**src/sv/mat_pkg.sv**
```systemverilog
// Shared types, character codes and queue sizing for the markup-to-ANSI translator.
package mat_pkg;

  // Input item and result item as they appear on the ports.
  typedef struct packed {
    logic [7:0] text_byte;
    logic       final_byte;
  } in_item_t;

  typedef struct packed {
    logic [7:0] out_byte;
    logic       run_end;
  } out_item_t;

  // Output plan for one input byte, emitted in field order by the back end.
  typedef struct packed {
    logic       indent;      // seven spaces
    logic [1:0] tag_cnt;     // leading bytes of ".SH" to replay
    logic       head_open;   // newline, then bold on
    logic [1:0] lit_cnt;     // "/" or "/f" released before the byte
    logic       esc_en;      // one style escape
    logic [7:0] esc_code;    // its digit character
    logic       byte_en;     // one plain byte
    logic [7:0] byte_val;
    logic       head_close;  // style reset, then newline
    logic [1:0] tail_cnt;    // "/" or "/f" flushed at end of file
  } cmd_t;

  // Command queue between front and back.
  localparam int QDEPTH = 4;
  localparam int QPTR_W = $clog2(QDEPTH);
  localparam int QCNT_W = $clog2(QDEPTH + 1);

  // Character codes.
  localparam logic [7:0] CH_NL    = 8'h0A;
  localparam logic [7:0] CH_ESC   = 8'h1B;
  localparam logic [7:0] CH_SP    = 8'h20;
  localparam logic [7:0] CH_HASH  = 8'h23;
  localparam logic [7:0] CH_DOT   = 8'h2E;
  localparam logic [7:0] CH_SLASH = 8'h2F;
  localparam logic [7:0] CH_0     = 8'h30;
  localparam logic [7:0] CH_1     = 8'h31;
  localparam logic [7:0] CH_3     = 8'h33;
  localparam logic [7:0] CH_4     = 8'h34;
  localparam logic [7:0] CH_UB    = 8'h42;
  localparam logic [7:0] CH_UH    = 8'h48;
  localparam logic [7:0] CH_UI    = 8'h49;
  localparam logic [7:0] CH_UP    = 8'h50;
  localparam logic [7:0] CH_US    = 8'h53;
  localparam logic [7:0] CH_UU    = 8'h55;
  localparam logic [7:0] CH_LB    = 8'h5B;
  localparam logic [7:0] CH_LA    = 8'h61;
  localparam logic [7:0] CH_LF    = 8'h66;
  localparam logic [7:0] CH_LM    = 8'h6D;
  localparam logic [7:0] CH_LZ    = 8'h7A;
  localparam logic [7:0] CASE_GAP = 8'h20;

  // Bytes of the heading tag ".SH ".
  function automatic logic [7:0] sh_tag(input logic [1:0] k);
    logic [7:0] c;
    unique case (k)
      2'd0:    c = CH_DOT;
      2'd1:    c = CH_US;
      2'd2:    c = CH_UH;
      default: c = CH_SP;
    endcase
    return c;
  endfunction

endpackage

```
**src/sv/markup_to_ansi_translator.sv**
```systemverilog
// Top level of the markup-to-ANSI translator: front end, command queue, back end.
// Plans pass the command queue and the back end's plan register to the output register.
// Throughput: one result byte per cycle while results are popped, set by the back end's
//   byte sequencer; an input byte that yields at most one result transfers every cycle
//   while the queue has room, longer expansions (up to eleven bytes) are sent byte by byte.
// Reset (rst, synchronous): clears line state, the command queue and out_valid.
module markup_to_ansi_translator
  import mat_pkg::*;
(
  input  logic      clk,
  input  logic      rst,
  input  logic      push,
  output logic      full,
  input  in_item_t  item,
  output logic      empty,
  input  logic      pop,
  output out_item_t result
);

  // Front to queue: one plan per input byte that yields output.
  logic q_wr;
  cmd_t q_wr_cmd;
  logic q_full;

  // Queue to back end.
  logic q_rd;
  cmd_t q_rd_cmd;
  logic q_nonempty;

  // Input side stalls only when the command queue has no free slot.
  assign full = q_full;

  // Classify each byte and update line state as it transfers.
  mat_front u_front (
    .clk    (clk),
    .rst    (rst),
    .push   (push),
    .item   (item),
    .q_full (q_full),
    .q_wr   (q_wr),
    .q_cmd  (q_wr_cmd)
  );

  // Hold plans so either side may stall on its own.
  mat_cmd_fifo u_fifo (
    .clk      (clk),
    .rst      (rst),
    .wr_en    (q_wr),
    .wr_cmd   (q_wr_cmd),
    .full     (q_full),
    .rd_en    (q_rd),
    .rd_cmd   (q_rd_cmd),
    .nonempty (q_nonempty)
  );

  // Expand plans into bytes and drive the result queue interface.
  mat_back u_back (
    .clk     (clk),
    .rst     (rst),
    .q_valid (q_nonempty),
    .q_cmd   (q_rd_cmd),
    .q_rd    (q_rd),
    .pop     (pop),
    .empty   (empty),
    .result  (result)
  );

endmodule

```
**src/sv/mat_front.sv**
```systemverilog
// Front end: tracks line state, classifies each input byte into an output plan.
module mat_front
  import mat_pkg::*;
(
  input  logic     clk,
  input  logic     rst,
  input  logic     push,
  input  in_item_t item,
  input  logic     q_full,
  output logic     q_wr,
  output cmd_t     q_cmd
);

  typedef enum logic [5:0] {
    M_START      = 6'b000001,
    M_PREFIX     = 6'b000010,
    M_COMMENT    = 6'b000100,
    M_HEAD_EMPTY = 6'b001000,
    M_HEAD_HELD  = 6'b010000,
    M_BODY       = 6'b100000
  } mode_t;

  typedef struct packed {
    logic [1:0] lit_cnt;
    logic       esc_en;
    logic [7:0] esc_code;
    logic       byte_en;
    logic [7:0] byte_val;
    logic [1:0] esc_next;
    logic       line_end;
  } body_t;

  mode_t      mode, mode_next;
  logic [1:0] pmatch, pmatch_next;
  logic [1:0] escp, escp_next;
  logic [7:0] held, held_next;
  logic [7:0] b;
  logic       take;
  logic       body_on;
  logic [1:0] body_esc;
  body_t      br;
  cmd_t       cmd;

  function automatic body_t plain_step(input body_t r_in, input logic [7:0] c);
    body_t r;
    r = r_in;
    if (c == CH_SLASH) begin
      r.esc_next = 2'd1;
    end else begin
      r.byte_en  = 1'b1;
      r.byte_val = c;
      r.line_end = (c == CH_NL);
    end
    return r;
  endfunction

  function automatic body_t body_step(input logic [1:0] e, input logic [7:0] c);
    body_t r;
    r = '0;
    unique case (e)
      2'd1: begin
        if (c == CH_SLASH) begin
          r.lit_cnt = 2'd1;
        end else if (c == CH_LF) begin
          r.esc_next = 2'd2;
        end else begin
          r.lit_cnt = 2'd1;
          r = plain_step(r, c);
        end
      end
      2'd2: begin
        if (c == CH_UB || c == CH_UI || c == CH_UU || c == CH_UP) begin
          r.esc_en = 1'b1;
          unique case (c)
            CH_UB:   r.esc_code = CH_1;
            CH_UI:   r.esc_code = CH_3;
            CH_UU:   r.esc_code = CH_4;
            default: r.esc_code = CH_0;
          endcase
        end else begin
          r.lit_cnt = 2'd2;
          r = plain_step(r, c);
        end
      end
      default: r = plain_step(r, c);
    endcase
    return r;
  endfunction

  function automatic logic [7:0] upper(input logic [7:0] c);
    return (c >= CH_LA && c <= CH_LZ) ? c - CASE_GAP : c;
  endfunction

  assign b    = item.text_byte;
  assign take = push && !q_full;

  always_comb begin
    mode_next   = mode;
    pmatch_next = pmatch;
    escp_next   = escp;
    held_next   = held;
    cmd         = '0;
    body_on     = 1'b0;
    body_esc    = escp;

    unique case (mode)
      M_COMMENT: begin
        if (b == CH_NL) mode_next = M_START;
      end
      M_PREFIX: begin
        if (b == sh_tag(pmatch)) begin
          if (pmatch == 2'd3) begin
            pmatch_next   = '0;
            cmd.head_open = 1'b1;
            mode_next     = M_HEAD_EMPTY;
          end else begin
            pmatch_next = pmatch + 2'd1;
          end
        end else begin
          // Tag broken: replay what matched as an ordinary line.
          pmatch_next = '0;
          cmd.indent  = 1'b1;
          cmd.tag_cnt = pmatch;
          mode_next   = M_BODY;
          body_on     = 1'b1;
          body_esc    = 2'd0;
        end
      end
      M_HEAD_EMPTY: begin
        if (b == CH_NL) begin
          cmd.head_close = 1'b1;
          mode_next      = M_START;
        end else begin
          held_next = b;
          mode_next = M_HEAD_HELD;
        end
      end
      M_HEAD_HELD: begin
        // Release the held byte; the newline itself is the dropped last byte.
        cmd.byte_en  = 1'b1;
        cmd.byte_val = upper(held);
        if (b == CH_NL) begin
          held_next      = '0;
          cmd.head_close = 1'b1;
          mode_next      = M_START;
        end else begin
          held_next = b;
        end
      end
      M_BODY: begin
        body_on = 1'b1;
      end
      default: begin
        pmatch_next = '0;
        escp_next   = '0;
        if (b == CH_HASH) begin
          mode_next = M_COMMENT;
        end else if (b == CH_DOT) begin
          mode_next   = M_PREFIX;
          pmatch_next = 2'd1;
        end else begin
          cmd.indent = 1'b1;
          mode_next  = M_BODY;
          body_on    = 1'b1;
          body_esc   = 2'd0;
        end
      end
    endcase

    br = body_step(body_esc, b);
    if (body_on) begin
      cmd.lit_cnt  = br.lit_cnt;
      cmd.esc_en   = br.esc_en;
      cmd.esc_code = br.esc_code;
      cmd.byte_en  = br.byte_en;
      cmd.byte_val = br.byte_val;
      escp_next    = br.esc_next;
      if (br.line_end) mode_next = M_START;
    end

    // End of file: flush whatever is pending, then return to reset state.
    if (item.final_byte) begin
      if (mode_next == M_PREFIX) begin
        cmd.indent  = 1'b1;
        cmd.tag_cnt = pmatch_next;
      end else if (mode_next == M_HEAD_EMPTY || mode_next == M_HEAD_HELD) begin
        cmd.head_close = 1'b1;
      end else if (mode_next == M_BODY) begin
        cmd.tail_cnt = (escp_next == 2'd3) ? 2'd0 : escp_next;
      end
      mode_next   = M_START;
      pmatch_next = '0;
      escp_next   = '0;
      held_next   = '0;
    end
  end

  assign q_cmd = cmd;
  assign q_wr  = take && (cmd.indent || (cmd.tag_cnt != 2'd0) || cmd.head_open ||
                          (cmd.lit_cnt != 2'd0) || cmd.esc_en || cmd.byte_en ||
                          cmd.head_close || (cmd.tail_cnt != 2'd0));

  always_ff @(posedge clk) begin
    if (rst) begin
      mode   <= M_START;
      pmatch <= '0;
      escp   <= '0;
    end else if (take) begin
      mode   <= mode_next;
      pmatch <= pmatch_next;
      escp   <= escp_next;
    end
  end

  always_ff @(posedge clk) begin
    if (take) held <= held_next;
  end

endmodule

```
**src/sv/mat_cmd_fifo.sv**
```systemverilog
// Short command queue that decouples the front end from the back end.
module mat_cmd_fifo
  import mat_pkg::*;
(
  input  logic clk,
  input  logic rst,
  input  logic wr_en,
  input  cmd_t wr_cmd,
  output logic full,
  input  logic rd_en,
  output cmd_t rd_cmd,
  output logic nonempty
);

  cmd_t              slots [QDEPTH];
  logic [QPTR_W-1:0] wr_ptr, rd_ptr;
  logic [QCNT_W-1:0] count;

  assign full     = (count == QCNT_W'(QDEPTH));
  assign nonempty = (count != '0);
  assign rd_cmd   = slots[rd_ptr];

  always_ff @(posedge clk) begin
    if (rst) begin
      wr_ptr <= '0;
      rd_ptr <= '0;
      count  <= '0;
    end else begin
      if (wr_en) wr_ptr <= (wr_ptr == QPTR_W'(QDEPTH - 1)) ? '0 : wr_ptr + 1'b1;
      if (rd_en) rd_ptr <= (rd_ptr == QPTR_W'(QDEPTH - 1)) ? '0 : rd_ptr + 1'b1;
      unique case ({wr_en, rd_en})
        2'b10:   count <= count + 1'b1;
        2'b01:   count <= count - 1'b1;
        default: count <= count;
      endcase
    end
  end

  always_ff @(posedge clk) begin
    if (wr_en) slots[wr_ptr] <= wr_cmd;
  end

endmodule

```
**src/sv/mat_back.sv**
```systemverilog
// Back end: expands plans into output register bytes, one per cycle unless a byte waits.
module mat_back
  import mat_pkg::*;
(
  input  logic      clk,
  input  logic      rst,
  input  logic      q_valid,
  input  cmd_t      q_cmd,
  output logic      q_rd,
  input  logic      pop,
  output logic      empty,
  output out_item_t result
);

  localparam int SEG_INDENT = 0;
  localparam int SEG_TAG    = 1;
  localparam int SEG_OPEN   = 2;
  localparam int SEG_LIT    = 3;
  localparam int SEG_ESC    = 4;
  localparam int SEG_BYTE   = 5;
  localparam int SEG_CLOSE  = 6;
  localparam int SEG_TAIL   = 7;

  localparam logic [2:0] INDENT_LEN = 3'd7;
  localparam logic [2:0] OPEN_LEN   = 3'd5;
  localparam logic [2:0] ESC_LEN    = 3'd4;
  localparam logic [2:0] CLOSE_LEN  = 3'd5;

  cmd_t      cur;
  logic [7:0] mask, mask_after, seg;
  logic [2:0] cnt, seg_len;
  logic [7:0] seg_byte;
  logic       last_in_seg, out_free, emit, out_valid;
  out_item_t  out_reg;

  function automatic logic [7:0] seg_mask(input cmd_t c);
    logic [7:0] m;
    m[SEG_INDENT] = c.indent;
    m[SEG_TAG]    = (c.tag_cnt != 2'd0);
    m[SEG_OPEN]   = c.head_open;
    m[SEG_LIT]    = (c.lit_cnt != 2'd0);
    m[SEG_ESC]    = c.esc_en;
    m[SEG_BYTE]   = c.byte_en;
    m[SEG_CLOSE]  = c.head_close;
    m[SEG_TAIL]   = (c.tail_cnt != 2'd0);
    return m;
  endfunction

  // Lowest pending segment is the one being emitted.
  assign seg = mask & (~mask + 8'd1);

  always_comb begin
    seg_len  = '0;
    seg_byte = '0;
    if (seg[SEG_INDENT]) begin
      seg_len  = INDENT_LEN;
      seg_byte = CH_SP;
    end else if (seg[SEG_TAG]) begin
      seg_len  = {1'b0, cur.tag_cnt};
      seg_byte = sh_tag(cnt[1:0]);
    end else if (seg[SEG_OPEN]) begin
      seg_len = OPEN_LEN;
      unique case (cnt)
        3'd0:    seg_byte = CH_NL;
        3'd1:    seg_byte = CH_ESC;
        3'd2:    seg_byte = CH_LB;
        3'd3:    seg_byte = CH_1;
        default: seg_byte = CH_LM;
      endcase
    end else if (seg[SEG_LIT]) begin
      seg_len  = {1'b0, cur.lit_cnt};
      seg_byte = cnt[0] ? CH_LF : CH_SLASH;
    end else if (seg[SEG_ESC]) begin
      seg_len = ESC_LEN;
      unique case (cnt)
        3'd0:    seg_byte = CH_ESC;
        3'd1:    seg_byte = CH_LB;
        3'd2:    seg_byte = cur.esc_code;
        default: seg_byte = CH_LM;
      endcase
    end else if (seg[SEG_BYTE]) begin
      seg_len  = 3'd1;
      seg_byte = cur.byte_val;
    end else if (seg[SEG_CLOSE]) begin
      seg_len = CLOSE_LEN;
      unique case (cnt)
        3'd0:    seg_byte = CH_ESC;
        3'd1:    seg_byte = CH_LB;
        3'd2:    seg_byte = CH_0;
        3'd3:    seg_byte = CH_LM;
        default: seg_byte = CH_NL;
      endcase
    end else if (seg[SEG_TAIL]) begin
      seg_len  = {1'b0, cur.tail_cnt};
      seg_byte = cnt[0] ? CH_LF : CH_SLASH;
    end
  end

  assign last_in_seg = (cnt == seg_len - 3'd1);
  assign mask_after  = last_in_seg ? (mask & ~seg) : mask;
  assign out_free    = !out_valid || pop;
  assign emit        = (mask != '0) && out_free;
  // Load the next plan when idle, or as the current plan sends its last byte.
  assign q_rd        = q_valid && ((mask == '0) || (emit && (mask_after == '0)));

  always_ff @(posedge clk) begin
    if (rst) begin
      out_valid <= 1'b0;
      mask      <= '0;
      cnt       <= '0;
    end else begin
      if (emit) begin
        out_valid <= 1'b1;
      end else if (pop) begin
        out_valid <= 1'b0;
      end
      if (q_rd) begin
        mask <= seg_mask(q_cmd);
        cnt  <= '0;
      end else if (emit) begin
        mask <= mask_after;
        cnt  <= last_in_seg ? 3'd0 : cnt + 3'd1;
      end
    end
  end

  always_ff @(posedge clk) begin
    if (emit) begin
      out_reg.out_byte <= seg_byte;
      out_reg.run_end  <= (mask_after == '0);
    end
    if (q_rd) cur <= q_cmd;
  end

  assign empty  = !out_valid;
  assign result = out_reg;

endmodule

```
**config.mk**
```make
export PLATFORM = sky130hd
export DESIGN_NAME = markup_to_ansi_translator
export DESIGN_NICKNAME = d
export VERILOG_FILES = /design/src/sv/mat_pkg.sv /design/src/sv/markup_to_ansi_translator.sv /design/src/sv/mat_front.sv /design/src/sv/mat_cmd_fifo.sv /design/src/sv/mat_back.sv
export SDC_FILE = /design/constraint.sdc
export NUM_CORES = 1
export LEC_CHECK = 0
export BUFFER_PORTS_ARGS = -buffer_cell sky130_fd_sc_hd__buf_4
export CAP_MARGIN = 0
export CORE_ASPECT_RATIO = 1.1
export CORE_MARGIN = 5
export CORE_UTILIZATION = 67
export CTS_CLUSTER_DIAMETER = 200
export DETAILED_ROUTE_END_ITERATION = 10
export HOLD_SLACK_MARGIN = 0.02
export PLACE_DENSITY_LB_ADDON = 0.2
export RECOVER_POWER = 25
export SLEW_MARGIN = 10
export SYNTH_ARGS = -nofsm -noshare
export SYNTH_HDL_FRONTEND = slang
export SYNTH_SLANG_ARGS = --single-unit
```
**constraint.sdc**
```tcl
create_clock -name clk -period 11.45 [get_ports clk]
set_clock_uncertainty 0.2 [all_clocks]
set_input_delay 1.145 -clock clk [delete_from_list [all_inputs] [get_ports clk]]
set_output_delay 1.145 -clock clk [all_outputs]
set_load 0.01 [all_outputs]
```
==> impl_metrics.toml <==
[worst_setup_path]
end_of_the_worst_register_to_register_path = "u_fifo.count[2]$_SDFFE_PP0P_"
start_kind = "flop"
worst_path_largest_cell_delay_ns = 1.14
cp_slowest_cell = "nor4_1"
critical_path.cell_chain = "nor4_1 -> nand2_1 -> nor2_1 -> and2_0 -> a32oi_1 -> nor3_1 -> a211oi_1 -> ha_1 -> xor2_1 -> nand2_1 -> mux2i_1 -> o2111ai_1 -> a211oi_1 -> a21oi_1 -> nor2_1 -> buf_4 -> ha_1 -> inv_1 -> fa_1 -> xor2_1 -> or3_1 -> a21oi_1"
cp_data_required_time_ns = 11.60
timing.critical_path.arrival_ns = 6.74
timing.critical_path.buf_inv = 2
setup.worst_path.class = "reg2reg"
rr_startpoint = "u_back.mask[1]$_SDFFE_PP0P_"
timing.critical_path.max_delay_family = "simple AND/OR/NAND/NOR gates"
reg2reg_setup_slack_ns = 4.86
reg2reg_path_depth = 22
critical_path.max_fanout = 22
setup.worst_path.end_class = "flop"

[yosys]
synth_cell_type_count = 69
postSynthAreaPerCell_sq_um = 11.9
ys.warnings.count = 0
synth.yosys.seq_area_share_pct = 56.7
synth_enable_flop_cells = 123
yosys.area_share.adder_pct = 3.88
yosys.area_share.simple_pct = 15.6
synth_compound_gate_area_share_pct = 12.6
yosys.area_share.xor_xnor_pct = 1.15
yosys-mux-area-fraction_pct = 6.91
synth_top_family_by_area = "simple AND/OR/NAND/NOR gates"
yosys_register_bits = 154
post_synth_inst_count = 641
ys.flop_type = "edfxtp_1"
mappedNetlistArea_sq_um = 7600
share_of_flip_flops_with_an_asynchronous_set_or_reset_after_synthesis_pct = 0
mappedNetlistNets = 677

[drt]
wl_um = 17400
detail_route.wl_per_cell_um = 21.4
drt_first_pass_iters = 5
drcViolationCount = 0
drt-initial-drc-count = 525
antenna_left = 0
detail_route.vias_per_cell = 6.60
via_count_of_the_routed_design = 5374

[timing]
final.setup.tns_ns = 0
setup_viol_count_final = 0
rsz0062_at_grt = "false"
fin_crit_sh_pct = 57.6
slew_violations = 0
fmax_ghz = 0.152
tightestPinTransition_ns = 1.26
final.min_clock_period_ns = 6.59
relSlewSlack_pct = 15.4
timing_hold_violations_final = 0

[run_status]
run_status = "complete, no violations"

[die]
number_of_i_o_pins = 24
die_area_sq_um = 13600
fp.dieW_um = 112
core.rowCount = 40
floorplan.initialDensity_pct = 69.1
dieHeight_um = 122
fp.coreArea_sq_um = 11000

[layout]
layout_common_cells = "edfxtp_1 (123), nor2_1 (59), nand2_1 (46)"
antenna-diode-count = 0
areaGrowthSynthToFinish_pct = 9.66
layoutNonFillerInstCount = 814
drive_above_1_share_pct = 11.2
mostFrequentLayoutCell = "edfxtp_1"
finalNetCount = 690
fill_cells = 720

[clock_tree]
postCtsSetupBuffers = 0
max-clock-path-buffers = 2
cts_buffers = 17
cts_repair_resize_count = 0
tritoncts_num_sinks = 154
clk-insertion-delay-late_ns = 0.42
path_clk_slew_ns = 0.06
cts.root.buffer_cell = "clkbuf_16"
cts_tree = "done"
htree_levels = 4
cts-hold-fix-buffers = 0

[placement]
dp.cells = 782
buffer_ports.inserted = 23
place.gp.congestion = 0.924
dp.final_hpwl_um = 11700

[global_routing]
antenna_found_initial = 0
first_pass_grt_wire_length_um = 27800
largest_net_degree_at_the_start_of_global_routing = 25
grt_remaining_overflow = 0
first_global_vias = 5355
globalRouteTotalUtil_pct = 26.6

[power]
power.density_nw_per_um2 = 246
power_leakage_nw = 2.80
ir_worst_vdd_mv = 0.177

[min_path]
worst_hold_startpoint = "u_fifo.count[2]$_SDFFE_PP0P_"
min_to = "u_fifo.count[2]$_SDFFE_PP0P_"
worst_hold_path.num_cells = 2
min_path_type = "reg2reg"

[run]
max-cap-violations = 0
-- cell usage after synthesis (all sizes together), types with 3 or more instances --
| cell | instances | share of area [%] |
|---|---|---|
| or4b | 3 | 0.49 |
| mux2i | 3 | 0.39 |
| inv | 25 | 1.2 |
| nand2 | 46 | 2.3 |
| and2 | 9 | 0.74 |
| and3 | 7 | 0.64 |
| or3 | 14 | 1.3 |
| a22o | 5 | 0.58 |
| a31oi | 4 | 0.33 |
| o21a | 3 | 0.30 |
| buf | 7 | 0.69 |
| edfxtp | 123 | 49 |
| nor2 | 59 | 2.9 |
| clkbuf | 24 | 1.2 |
| nor2b | 14 | 1.2 |
| a21oi | 35 | 2.3 |
| xnor2 | 5 | 0.58 |
| nand3 | 12 | 0.79 |
| mux4 | 22 | 6.5 |
| nor4 | 9 | 0.94 |
| o211ai | 5 | 0.49 |
| a211oi | 7 | 0.69 |
| a22oi | 4 | 0.39 |
| or2 | 5 | 0.41 |
| o311ai | 6 | 0.69 |
| nor3 | 23 | 1.6 |
| a2bb2oi | 3 | 0.35 |
| o21ai | 38 | 2.5 |
| dfxtp | 31 | 8.2 |
| ha | 22 | 3.6 |
| a21o | 4 | 0.39 |
| nand2b | 11 | 0.91 |
| o22ai | 7 | 0.58 |
| xor2 | 5 | 0.58 |
-- power by group --
| part | leakage (nW) | internal, mW | total (mW) | switching, mW |
|---|---|---|---|---|
| logic | 1.13 | 0.231 | 0.627 | 0.396 |
| registers | 1.40 | 0.790 | 0.877 | 0.0869 |
| clock network | 0.277 | 0.339 | 0.544 | 0.205 |
-- sequential cells by signal, indices dropped and copies added, names as in the netlist, named ones only --
register          count
u_back.cnt            3
u_back.cur           18
u_back.mask           8
u_back.out_valid      1
u_back.result         9
u_fifo.count          3
u_fifo.rd_ptr         2
u_fifo.slots         88
u_fifo.wr_ptr         2
u_front.escp          2
u_front.held          8
u_front.mode          6
u_front.pmatch        2
-- layout make-up --
class	instances	area [sq um]	area share (%)
inverter	26	97.6	1.17
multi-input combinational	430	3030	36.4
timing repair buffer	25	139	1.67
tap	147	184	2.21
clock buffer	22	444	5.33
clock inverter	10	125	1.50
sequential	154	4310	51.7
-- worst max path at each step --
stage	from	to	slack (ns)	cells after the start
4_1_cts	u_back.mask[1]$_SDFFE_PP0P_	u_fifo.count[2]$_SDFFE_PP0P_	5.68	22
2_1_floorplan	item[1]	u_fifo.count[2]$_SDFFE_PP0P_	5.96	21
3_5_place_dp	item[1]	u_fifo.count[2]$_SDFFE_PP0P_	5.44	21
3_3_place_gp	item[1]	u_fifo.count[2]$_SDFFE_PP0P_	5.67	21
5_1_grt	u_back.mask[1]$_SDFFE_PP0P_	u_fifo.count[2]$_SDFFE_PP0P_	4.22	22
6_report	u_back.mask[1]$_SDFFE_PP0P_	u_fifo.count[2]$_SDFFE_PP0P_	4.86	22
-- per-layer routing --
metal  global-route usage, %  vias to the layer above  routed length, um
li1                        -                     2465                  -
met1                    31.1                     2595               6650
met2                    46.8                      253               9010
met3                    4.87                       61                910
met4                    14.2                        0                815
met5                       0                        -                  0
-- logic make-up (layout without fill, tap and decap cells) --
logic type,after synthesis,in the layout
multiplexers,25,25
adder cells (fa/ha/maj),23,23
flip-flops,154,154
AND/OR/NAND/NOR,226,226
buffers and inverters,57,83
XOR/XNOR,10,10
AO/OA/AOI/OAI,146,146
-- through the flow --
step	area, sq um	worst slack, ns	power (mW)	hold WS, ns	utilization (%)
finish	8340	4.86	2.05	0.310	75.7
global route	8340	4.22	2.17	0.335	75.7
CTS	8400	5.68	2.07	0.315	76.3
detailed placement	7830	5.44	1.52	0.289	71.1
global placement	7830	5.67	1.49	0.273	71.1
floorplan	7600	5.96	1.33	0.249	-
-- worst reg2reg max path, stage by stage (launching register included) --
cell       delay [ns]
dfxtp_1          0.55
nor4_1           1.14
nand2_1          0.28
nor2_1           0.22
and2_0           0.35
a32oi_1          0.15
nor3_1           0.17
a211oi_1         0.08
ha_1             0.34
xor2_1           0.19
nand2_1          0.07
mux2i_1          0.33
o2111ai_1        0.20
a211oi_1         0.37
a21oi_1          0.12
nor2_1           0.11
buf_4            0.27
ha_1             0.25
inv_1            0.08
fa_1             0.44
xor2_1           0.16
or3_1            0.31
a21oi_1          0.14
Note: power is estimated with default switching activity, not from simulation.
